==> config.mk <==
export PLATFORM = sky130hd
export DESIGN_NAME = greedy_phrase_selector_flat
export DESIGN_NICKNAME = d
export VERILOG_FILES = /design/src/gps_pkg.sv /design/src/gps_if.sv /design/src/greedy_phrase_selector.sv /design/src/flat_wrapper.sv
export SDC_FILE = /design/constraint.sdc
export NUM_CORES = 2
export LEC_CHECK = 0
export ABC_AREA = 1
export BUFFER_PORTS_ARGS = -buffer_cell sky130_fd_sc_hd__clkbuf_2
export CORE_MARGIN = 3
export CORE_UTILIZATION = 45
export DETAILED_ROUTE_END_ITERATION = 6
export GPL_ROUTABILITY_DRIVEN = 0
export HOLD_SLACK_MARGIN = 0.08
export MAX_ROUTING_LAYER = met4
export RECOVER_POWER = 25
export SLEW_MARGIN = 15
export SYNTH_ARGS = -nofsm -noshare
export SYNTH_HDL_FRONTEND = slang
export SYNTH_SLANG_ARGS = --single-unit
==> constraint.sdc <==
create_clock -name clk -period 29.5 [get_ports clk]
set_input_delay 1.475 -clock clk [delete_from_list [all_inputs] [get_ports clk]]
set_output_delay 1.475 -clock clk [all_outputs]
set_load 0.01 [all_outputs]
==> src/gps_pkg.sv <==
// Package for the greedy phrase selector: phase encoding and sizing constants.
// No dependencies; used by the interfaces, the top level and the checker.
package gps_pkg;

  localparam int POS_BITS_DEF = 32;  // default position width
  localparam int SRC_BITS     = 32;  // source position width
  localparam int MAX_RES      = 3;   // results one transaction can produce
  localparam int RES_DEPTH    = 4;   // result queue entries

  typedef enum logic [1:0] {
    PH_IDLE = 2'd0,  // waiting for the first phrase of a list
    PH_SKIP = 2'd1,  // dropping phrases that end before the current end
    PH_SCAN = 2'd2   // scanning followers of the current phrase
  } phase_t;

endpackage

==> src/gps_if.sv <==
// Valid/ready channel interfaces for the greedy phrase selector.
// Depends on gps_pkg for default widths.
interface gps_in_if #(
  parameter int POS_BITS = gps_pkg::POS_BITS_DEF
);
  import gps_pkg::*;
  logic                valid;
  logic                ready;
  logic [POS_BITS-1:0] phrase_begin;
  logic [POS_BITS-1:0] phrase_end;
  logic [SRC_BITS-1:0] phrase_source;
  logic                is_final;

  modport source (output valid, phrase_begin, phrase_end, phrase_source, is_final,
                  input ready);
  modport sink   (input valid, phrase_begin, phrase_end, phrase_source, is_final,
                  output ready);
endinterface

interface gps_out_if #(
  parameter int POS_BITS = gps_pkg::POS_BITS_DEF
);
  import gps_pkg::*;
  logic                valid;
  logic                ready;
  logic [POS_BITS-1:0] out_begin;
  logic [POS_BITS-1:0] out_end;
  logic [SRC_BITS-1:0] out_source;
  logic                out_final;

  modport source (output valid, out_begin, out_end, out_source, out_final,
                  input ready);
  modport sink   (input valid, out_begin, out_end, out_source, out_final,
                  output ready);
endinterface

==> src/greedy_phrase_selector.sv <==
// Greedy phrase selector: picks a non-overlapping chain of copy phrases from a
// sorted candidate stream. One transaction is taken per cycle whenever the
// result queue has room for three results; each transaction yields zero to
// three results, which leave one per cycle while the output port is ready, so
// the output sets the rate when candidates produce more than one result each.
// A result enters the result queue the cycle after its transaction and is on
// the output once earlier results have left. Depends on gps_pkg and gps_if.
module greedy_phrase_selector #(
  parameter int POS_BITS = gps_pkg::POS_BITS_DEF
) (
  input logic       clk,
  input logic       rst_n,
  gps_in_if.sink    in_ch,
  gps_out_if.source out_ch
);
  import gps_pkg::*;

  localparam int PTR_W = $clog2(RES_DEPTH);
  localparam int CNT_W = $clog2(RES_DEPTH + 1);

  // phrase state
  phase_t              phase_r, phase_nxt;
  logic [POS_BITS-1:0] cur_b_r, cur_b_nxt, cur_e_r, cur_e_nxt;
  logic [SRC_BITS-1:0] cur_s_r, cur_s_nxt;
  logic [POS_BITS-1:0] best_b_r, best_b_nxt, best_e_r, best_e_nxt;
  logic [SRC_BITS-1:0] best_s_r, best_s_nxt;

  // result queue
  logic [POS_BITS-1:0] q_beg_r [RES_DEPTH];
  logic [POS_BITS-1:0] q_end_r [RES_DEPTH];
  logic [SRC_BITS-1:0] q_src_r [RES_DEPTH];
  logic                q_fin_r [RES_DEPTH];
  logic [PTR_W-1:0]    wr_ptr_r, rd_ptr_r;
  logic [CNT_W-1:0]    cnt_r, cnt_nxt;

  // results of the current transaction, in emission order
  logic                sl_v   [MAX_RES];
  logic [POS_BITS-1:0] sl_beg [MAX_RES];
  logic [POS_BITS-1:0] sl_end [MAX_RES];
  logic [SRC_BITS-1:0] sl_src [MAX_RES];
  logic                sl_fin [MAX_RES];
  logic [1:0]          sl_off [MAX_RES];
  logic [1:0]          push_n;

  logic                in_acc, out_acc;
  logic [POS_BITS-1:0] ib, ie;
  logic [SRC_BITS-1:0] is;
  logic                ifin;

  assign ib   = in_ch.phrase_begin;
  assign ie   = in_ch.phrase_end;
  assign is   = in_ch.phrase_source;
  assign ifin = in_ch.is_final;

  assign in_ch.ready = (cnt_r <= CNT_W'(RES_DEPTH - MAX_RES));
  assign in_acc      = in_ch.valid && in_ch.ready;
  assign out_acc     = out_ch.valid && out_ch.ready;

  // next phase
  always_comb begin
    phase_nxt = phase_r;
    if (in_acc) begin
      case (phase_r)
        PH_SKIP: begin
          if (ie < cur_e_r) begin
            phase_nxt = ifin ? PH_IDLE : PH_SKIP;
          end else begin
            phase_nxt = ifin ? PH_IDLE : PH_SCAN;
          end
        end
        PH_SCAN: phase_nxt = ifin ? PH_IDLE : PH_SCAN;
        default: phase_nxt = ifin ? PH_IDLE : PH_SKIP;
      endcase
    end
  end

  // phrase datapath and results
  always_comb begin
    logic [POS_BITS-1:0] cut_e, nb_b, nb_e, h_b, h_e;
    logic [SRC_BITS-1:0] nb_s, h_s;

    cur_b_nxt  = cur_b_r;
    cur_e_nxt  = cur_e_r;
    cur_s_nxt  = cur_s_r;
    best_b_nxt = best_b_r;
    best_e_nxt = best_e_r;
    best_s_nxt = best_s_r;
    cut_e = '0;
    nb_b  = best_b_r;
    nb_e  = best_e_r;
    nb_s  = best_s_r;
    h_b   = ib;
    h_e   = ie;
    h_s   = is;
    for (int k = 0; k < MAX_RES; k++) begin
      sl_v[k]   = 1'b0;
      sl_beg[k] = ib;
      sl_end[k] = ie;
      sl_src[k] = is;
      sl_fin[k] = 1'b1;
    end

    case (phase_r)
      PH_SKIP: begin
        if (ie < cur_e_r) begin
          // contained phrase: drop, flush the current one on the last item
          sl_v[2]   = ifin;
          sl_beg[2] = cur_b_r;
          sl_end[2] = cur_e_r;
          sl_src[2] = cur_s_r;
        end else begin
          best_b_nxt = ib;
          best_e_nxt = ie;
          best_s_nxt = is;
          cut_e      = (ib < cur_e_r) ? ib : cur_e_r;
          sl_v[0]    = ifin && (cut_e > cur_b_r);
          sl_beg[0]  = cur_b_r;
          sl_end[0]  = cut_e;
          sl_src[0]  = cur_s_r;
          sl_fin[0]  = 1'b0;
          sl_v[2]    = ifin;
        end
      end
      PH_SCAN: begin
        if (ib <= cur_e_r) begin
          if (ie > best_e_r) begin
            nb_b = ib;
            nb_e = ie;
            nb_s = is;
          end
          best_b_nxt = nb_b;
          best_e_nxt = nb_e;
          best_s_nxt = nb_s;
          cut_e      = (nb_b < cur_e_r) ? nb_b : cur_e_r;
          sl_v[0]    = ifin && (nb_e > cur_e_r) && (cut_e > cur_b_r);
          sl_beg[0]  = cur_b_r;
          sl_end[0]  = cut_e;
          sl_src[0]  = cur_s_r;
          sl_fin[0]  = 1'b0;
          sl_v[2]    = ifin;
          if (nb_e > cur_e_r) begin
            sl_beg[2] = nb_b;
            sl_end[2] = nb_e;
            sl_src[2] = nb_s;
          end else begin
            sl_beg[2] = cur_b_r;
            sl_end[2] = cur_e_r;
            sl_src[2] = cur_s_r;
          end
        end else begin
          // item starts past the current end: hand over
          if (best_e_r > cur_e_r) begin
            cut_e = (best_b_r < cur_e_r) ? best_b_r : cur_e_r;
            h_b   = best_b_r;
            h_e   = best_e_r;
            h_s   = best_s_r;
          end else begin
            cut_e = (ib < cur_e_r) ? ib : cur_e_r;
          end
          sl_v[0]    = cut_e > cur_b_r;
          sl_beg[0]  = cur_b_r;
          sl_end[0]  = cut_e;
          sl_src[0]  = cur_s_r;
          sl_fin[0]  = 1'b0;
          cur_b_nxt  = h_b;
          cur_e_nxt  = h_e;
          cur_s_nxt  = h_s;
          best_b_nxt = ib;
          best_e_nxt = ie;
          best_s_nxt = is;
          // last item: cut the new current phrase at the item's begin
          sl_beg[1]  = h_b;
          sl_end[1]  = (ib < h_e) ? ib : h_e;
          sl_src[1]  = h_s;
          sl_fin[1]  = 1'b0;
          sl_v[1]    = ifin && (sl_end[1] > h_b);
          sl_v[2]    = ifin;
        end
      end
      default: begin
        cur_b_nxt = ib;
        cur_e_nxt = ie;
        cur_s_nxt = is;
        sl_v[2]   = ifin;
      end
    endcase

    sl_off[0] = 2'd0;
    sl_off[1] = {1'b0, sl_v[0]};
    sl_off[2] = {1'b0, sl_v[0]} + {1'b0, sl_v[1]};
    push_n    = sl_off[2] + {1'b0, sl_v[2]};
  end

  always_comb begin
    cnt_nxt = cnt_r;
    if (in_acc) begin
      cnt_nxt = cnt_nxt + CNT_W'(push_n);
    end
    if (out_acc) begin
      cnt_nxt = cnt_nxt - CNT_W'(1);
    end
  end

  always_ff @(posedge clk) begin
    if (!rst_n) begin
      phase_r  <= PH_IDLE;
      wr_ptr_r <= '0;
      rd_ptr_r <= '0;
      cnt_r    <= '0;
    end else begin
      phase_r <= phase_nxt;
      cnt_r   <= cnt_nxt;
      if (in_acc) begin
        wr_ptr_r <= wr_ptr_r + PTR_W'(push_n);
      end
      if (out_acc) begin
        rd_ptr_r <= rd_ptr_r + PTR_W'(1);
      end
    end
  end

  always_ff @(posedge clk) begin
    if (in_acc) begin
      cur_b_r  <= cur_b_nxt;
      cur_e_r  <= cur_e_nxt;
      cur_s_r  <= cur_s_nxt;
      best_b_r <= best_b_nxt;
      best_e_r <= best_e_nxt;
      best_s_r <= best_s_nxt;
      for (int k = 0; k < MAX_RES; k++) begin
        if (sl_v[k]) begin
          q_beg_r[wr_ptr_r + PTR_W'(sl_off[k])] <= sl_beg[k];
          q_end_r[wr_ptr_r + PTR_W'(sl_off[k])] <= sl_end[k];
          q_src_r[wr_ptr_r + PTR_W'(sl_off[k])] <= sl_src[k];
          q_fin_r[wr_ptr_r + PTR_W'(sl_off[k])] <= sl_fin[k];
        end
      end
    end
  end

  assign out_ch.valid      = (cnt_r != '0);
  assign out_ch.out_begin  = q_beg_r[rd_ptr_r];
  assign out_ch.out_end    = q_end_r[rd_ptr_r];
  assign out_ch.out_source = q_src_r[rd_ptr_r];
  assign out_ch.out_final  = q_fin_r[rd_ptr_r];

endmodule

==> src/flat_wrapper.sv <==
// flat-port wrapper written by rule: the top's interface ports become plain ports
module greedy_phrase_selector_flat import gps_pkg::*;
#(
  parameter int POS_BITS = gps_pkg::POS_BITS_DEF
)
  (clk, rst_n, in_ch_valid, in_ch_phrase_begin, in_ch_phrase_end, in_ch_phrase_source, in_ch_is_final, in_ch_ready, out_ch_valid, out_ch_out_begin, out_ch_out_end, out_ch_out_source, out_ch_out_final, out_ch_ready);
  gps_in_if #(.POS_BITS(POS_BITS)) in_ch_i ();
  gps_out_if #(.POS_BITS(POS_BITS)) out_ch_i ();
  input logic clk;
  input logic rst_n;
  input wire logic [$bits(in_ch_i.valid)-1:0] in_ch_valid;
  input wire logic [$bits(in_ch_i.phrase_begin)-1:0] in_ch_phrase_begin;
  input wire logic [$bits(in_ch_i.phrase_end)-1:0] in_ch_phrase_end;
  input wire logic [$bits(in_ch_i.phrase_source)-1:0] in_ch_phrase_source;
  input wire logic [$bits(in_ch_i.is_final)-1:0] in_ch_is_final;
  output wire logic [$bits(in_ch_i.ready)-1:0] in_ch_ready;
  output wire logic [$bits(out_ch_i.valid)-1:0] out_ch_valid;
  output wire logic [$bits(out_ch_i.out_begin)-1:0] out_ch_out_begin;
  output wire logic [$bits(out_ch_i.out_end)-1:0] out_ch_out_end;
  output wire logic [$bits(out_ch_i.out_source)-1:0] out_ch_out_source;
  output wire logic [$bits(out_ch_i.out_final)-1:0] out_ch_out_final;
  input wire logic [$bits(out_ch_i.ready)-1:0] out_ch_ready;
  assign in_ch_i.valid = in_ch_valid;
  assign in_ch_i.phrase_begin = in_ch_phrase_begin;
  assign in_ch_i.phrase_end = in_ch_phrase_end;
  assign in_ch_i.phrase_source = in_ch_phrase_source;
  assign in_ch_i.is_final = in_ch_is_final;
  assign in_ch_ready = in_ch_i.ready;
  assign out_ch_valid = out_ch_i.valid;
  assign out_ch_out_begin = out_ch_i.out_begin;
  assign out_ch_out_end = out_ch_i.out_end;
  assign out_ch_out_source = out_ch_i.out_source;
  assign out_ch_out_final = out_ch_i.out_final;
  assign out_ch_i.ready = out_ch_ready;
  greedy_phrase_selector #(.POS_BITS(POS_BITS)) u_core (.clk(clk), .rst_n(rst_n), .in_ch(in_ch_i), .out_ch(out_ch_i));
endmodule
# Yosys cells after proc, flatten, opt, wreduce, memory -nomap -nowiden
# Memories as Yosys holds them, arrays and structs flattened. A register that Yosys moved wholly into a read port is not among the register bits.
# Cells that the tools add are included.
[word_totals]
regBits = 201
ram_bits = 388
out_inout_bits = 99
elab_cells = 144
mem_count = 4
[memory_table]
columns = ["memory", "words", "width", "rd", "rd_clocked_by_memory_dff", "wr", "line", "text"]
rows = [
  ["u_core.q_beg_r", 4, 32, 1, 1, 3, "greedy_phrase_selector.sv:29", "logic [POS_BITS-1:0] q_beg_r [RES_DEPTH];"],
  ["u_core.q_end_r", 4, 32, 1, 1, 3, "greedy_phrase_selector.sv:30", "logic [POS_BITS-1:0] q_end_r [RES_DEPTH];"],
  ["u_core.q_src_r", 4, 32, 1, 1, 3, "greedy_phrase_selector.sv:31", "logic [SRC_BITS-1:0] q_src_r [RES_DEPTH];"],
  ["u_core.q_fin_r", 4, 1, 1, 1, 3, "greedy_phrase_selector.sv:32", "logic q_fin_r [RES_DEPTH];"],
]
[classes]
addsub = 8
magnitude_cmp = 14
n_eq_ne = 4
n_mux = 93
bitwise_logic = 1
n_reduce_logical = 10
[ops]
columns = ["cell", "count"]
rows = [
  ["32-bit two-way mux", 49],
  ["32-bit case mux with 2 select lines", 12],
  ["32-bit > comparator", 7],
  ["32-bit less-than comparator", 5],
  ["32-bit <= comparator", 1],
  ["2-bit two-way mux", 10],
  ["1-bit two-way mux", 17],
  ["1-bit logical AND", 6],
  ["3-bit two-way mux", 2],
  ["3-bit AND reduction", 2],
  ["2-bit by 1-bit adder with 2-bit output", 2],
  ["2-bit adder", 2],
  ["2-bit != test, second input constant", 2],
  ["1-bit case mux with 2 select lines", 2],
  ["2-bit case mux with 2 select lines", 1],
  ["3-bit by 2-bit adder with 3-bit output", 1],
  ["3-bit by 1-bit <= comparator with 1-bit output, second input constant", 1],
  ["3-bit nonzero test", 1],
  ["3-bit by 1-bit subtractor with 3-bit output, second input constant", 1],
  ["1-bit by 1-bit adder with 2-bit output", 1],
  ["2-bit by 1-bit adder with 2-bit output, second input constant", 1],
  ["2-bit by 1-bit == test with 1-bit output, second input constant", 1],
  ["2-bit == test, second input constant", 1],
  ["2-bit nonzero test", 1],
  ["1-bit NOT", 1],
]

# Logic depth before layout (Yosys ltp)
[logic_depth]
ltp_word = 16
mapped_depth = 58

# Worst setup path after synthesis
# Ideal clock, no wire load.
[synth_timing]
kind = "input -> register"
start = "input in_ch_phrase_end[23]"
end = "memory u_core.q_beg_r[3][0] in the netlist's numbering (enable)"
setup_time_ns = 0.457
arrival_time_ns = 10.009
required_ns = 29.043
path_slack_ns = 19.034
stages = 43
cell_sequence = "ha_1 > nand2_1 > nor2_1 > nand3b_1 > nor3b_2 > nand2_1 > nand2_1 > nand2_2 > buf_6 > clkbuf_1 > o21ai_0 > ha_1 > a21oi_1 > nor2_1 > a211oi_1 > o221a_2 > nor2_1 > a2111oi_4 > (+7 left out) > nor4b_1 > nor2_1 > nand3_1 > nand2_1 > nand2_1 > nand2_1 > nand2_1 > inv_1 > ha_1 > ha_1 > inv_1 > nor3_1 > inv_1 > nand2_4 > inv_2 > buf_2 > buf_6 > nand2_1"
[synth_rtl]
columns = ["item", "line", "text"]
rows = [
  ["from (decl)", "flat_wrapper.sv:13", "input wire logic [$bits(in_ch_i.phrase_end)-1:0] in_ch_phrase_end;"],
  ["to (decl)", "greedy_phrase_selector.sv:29", ""],
]

==> impl_results.md <==
* Status: finished with violations
* Violated checks: max-capacitance violations, max-slew violations
* Slew Viols, Final at approximately 940
* Initial antenna violation count at 10
* Clock Pin Slew Worst Setup and Hold Paths at 0.06 ns
* Layout filler cell count at between 10k and 15k
* Core Area at 107,500 sq um
* Final setup TNS at 0 ns
* HP Class: reg -> reg
* Critical path class: reg -> reg
* # rows at 120
* Placed cell areas at 50,590 sq um
* Starting density of the core at between 40% and 50%
* Ports at 200
* Final Cell Area at 52,840 sq um
* Share of cells above drive strength 1 at under 10%
* Clock latency on the worst-skew pair at ~0.68 ns
* Startpoint Class: register
* TritonRoute pass-1 iters at 7
* H-tree depth at 3
* Async set or reset register ratio after synthesis at 0%
* Post-Route Skew at 0.03239 ns
* Final period utilization at 57.28%
* WP data required at a little under 30 ns
* DRC at 0
* EDFF count, synth at 576
* Synth Area per Inst at between 7 and 8 sq um
* HPWL after DPL at about 140,000 um
* Vias in the first global route at 46.94k
* Via density at 6.385
* CTS root buffer: clkbuf_16
* Post-CTS Hold Fix Bufs at 0
* Reg2reg setup slack at around 13 ns
* Max Buffers Root-to-Sink at 3
* Syn nets at 7,082
* Setup crit end kind: register
* Core Util, Final at 49.15%
* Max_cap viols at 14
* Fin crit period at ~17 ns
* DR iter-0 viols at approximately 7.3k
* Routed Antenna Nets at 0
* Avg WL per Cell at 26.38 um
* Comb power frac at 46.7%
* Clock power frac at between 20% and 30%
* Chip Width at around 340 um
* Switch share at 45.62%
* PortBufs at roughly 200
* Pwr dens at 73.15 nW/um^2
* Seq/Total Area, Yosys at between 30% and 40%
* Slew Limit Headroom at -540.2%
* Nets at 7,016
* Mapped cell area at around 49,000 sq um
* Chip Height at 335.8 um
* Die Area at between 100,000 and 150,000 sq um
* Final setup fails at 0
* Max Fclk at 0.05918 GHz
* Leakage at around 22 nW
* Gates resized, CTS repair at 0
* Most common cell type on the critical path: nand2_1
* Sequential share of power at 28.8%
* Critical Path Fanout Max at between 70 and 80
* Total number of vias at 51.07k
* Global-route wire length before repair at slightly above 300,000 um
* CTS tree: yes
* Syn Inst Count at between 6k and 7k
* Grt ovf at 0
* Slew at the pin closest to its max-slew limit at 9.602 ns
* Peak supply drop at around 0.062 mV
* All-Layer GR Usage at a little under two fifths
* Post-CTS Setup Repair Bufs at 0
* RSZ-0062 raised after global routing: false
* CP max-delay cell: clkbuf_1
* Flops & latches, synth at ~590
* Slowest cell delay on critical path at 2.66 ns
* Num CTS Buffers at 74
* Synthesis-to-finish area growth at 7.931%
* Synth Warn # at 0
* Pin count of the biggest net entering global routing at 193
* Routed WL at 211,000 um
* Worst endpoint data arrival time at 17.19 ns
* Final hold violations at 0
* Clk sink count at 591
* Sw power at 1.763 mW
* Synth unique cells at 60
* Synth Flop Type: edfxtp_1
* Design internal power at 2.102 mW
## flip-flops by register name, indices dropped and copies added, names as in the netlist, named ones only
name,flops
u_core.best_s_r,32
u_core.rd_ptr_r,2
u_core.q_beg_r,128
u_core.q_fin_r,4
u_core.cur_e_r,32
u_core.wr_ptr_r,2
u_core.cur_b_r,32
u_core.best_e_r,32
u_core.q_end_r,128
u_core.best_b_r,32
u_core.cnt_r,3
u_core.phase_r,2
u_core.cur_s_r,32
u_core.q_src_r,128
## stage by stage
stage                     cells  hold slack (ns)  power (mW)  worst slack [ns]
final                      7998           0.4541       3.865             12.60
after global routing       7997           0.4863       4.072             12.27
after CTS                  7987           0.4555       3.821             16.64
after detailed placement   7852           0.4456       2.876             15.98
after global placement     7852           0.4397       2.851             16.22
after floorplan            6591           0.4356       2.249             19.03
## worst max-delay path: cells and delay by family, from the launching register on
kind / cells / cell delay, ns
buffers and inverters: 8 / 6.00
AOI/OAI and AO/OA: 7 / 2.03
DFF: 1 / 0.41
and+or+nand+nor: 20 / 6.31
adders and majority gates: 5 / 1.63
## cells in the final DEF (no fill, tap or decap), drive strengths merged, types with 22 or more instances in the layout
cell and count:
a21oi 350, a22oi 98, and2 32, buf 63, clkbuf 295, clkinv 33
edfxtp 576, ha 388, inv 497, nand2 1693, nand3 827, nand4 74
nor2 398, nor3 27, o2111ai 31, o211ai 89, o21ai 860, o221ai 22
o22ai 131
## logic make-up after synthesis
family | after synthesis | synth area share, %
adders and majority gates | 390 | 9.998
buffers and inverters | 910 | 7.637
xor gates and xnor gates | 2 | 0.03579
and+or+nand+nor | 3069 | 27.70
DFF | 591 | 35.95
AOI/OAI and AO/OA | 1628 | 18.66
muxes | 1 | 0.02045
## path summary, 6_finish.rpt
path | to | cells past startpoint | from
worst min register to register | register | 2 | u_core.rd_ptr_r[1]
worst max-delay path | u_core.q_beg_r[2][12] | 40 | u_core.cur_e_r[27]
worst max register to register | u_core.q_beg_r[2][12] | 40 | u_core.cur_e_r[27]
worst min-delay path | register | 2 | u_core.rd_ptr_r[1]
## power by group through the flow
stage	clock (mW)	sequential (mW)	combinational (mW)
3_5_place_dp	0	1.12	1.75
4_1_cts	0.955	1.10	1.76
3_3_place_gp	0	1.12	1.73
2_1_floorplan	0	1.12	1.13
5_1_grt	0.985	1.12	1.97
6_report	0.949	1.11	1.80
## routing by layer
metal  vias up  routed length [um]  track usage, %
met4         0               12020           19.38
met2      3677               88580           53.93
met3       657               27940           8.265
met1     23720               82440           49.66
met5         -                   0               -
li1      23020                   -               -
## layout make-up
class | count | area [sq um] | share of cell area, %
antenna | 11 | 27.53 | 0.05210
clock buffer | 86 | 1897 | 3.590
clock inverter | 49 | 541.8 | 1.025
inverter | 496 | 1882 | 3.562
multi-input combinational | 5090 | 27740 | 52.51
sequential | 591 | 17600 | 33.31
tap | 1403 | 1755 | 3.322
timing repair buffer | 272 | 1390 | 2.631
## Yosys cell counts, types with 3 or more instances
| cell | number | share of area [%] |
|---|---|---|
| a211oi_1 | 11 | 0.17 |
| a21o_1 | 3 | 0.046 |
| a21oi_1 | 350 | 3.6 |
| a22oi_1 | 98 | 1.5 |
| a31oi_1 | 4 | 0.051 |
| and2_1 | 32 | 0.41 |
| buf_1 | 31 | 0.24 |
| buf_2 | 126 | 1.3 |
| buf_4 | 16 | 0.25 |
| buf_6 | 13 | 0.30 |
| clkbuf_1 | 226 | 1.7 |
| dfxtp_1 | 15 | 0.61 |
| edfxtp_1 | 576 | 35 |
| ha_1 | 388 | 9.9 |
| inv_1 | 484 | 3.7 |
| inv_2 | 11 | 0.084 |
| nand2_1 | 1588 | 12 |
| nand2_2 | 101 | 1.3 |
| nand2_4 | 4 | 0.092 |
| nand3_1 | 782 | 8.0 |
| nand3_2 | 45 | 0.92 |
| nand3b_1 | 3 | 0.046 |
| nand4_1 | 70 | 0.89 |
| nor2_1 | 393 | 3.0 |
| nor3_1 | 23 | 0.24 |
| nor3_2 | 4 | 0.082 |
| nor4_1 | 5 | 0.064 |
| nor4b_1 | 3 | 0.054 |
| o2111ai_1 | 31 | 0.55 |
| o211ai_1 | 89 | 1.4 |
| o21a_1 | 16 | 0.25 |
| o21ai_0 | 791 | 8.1 |
| o21ai_1 | 69 | 0.71 |
| o221a_2 | 3 | 0.069 |
| o221ai_1 | 22 | 0.39 |
| o22ai_1 | 131 | 1.7 |
Power figures use the tool's default switching activity.
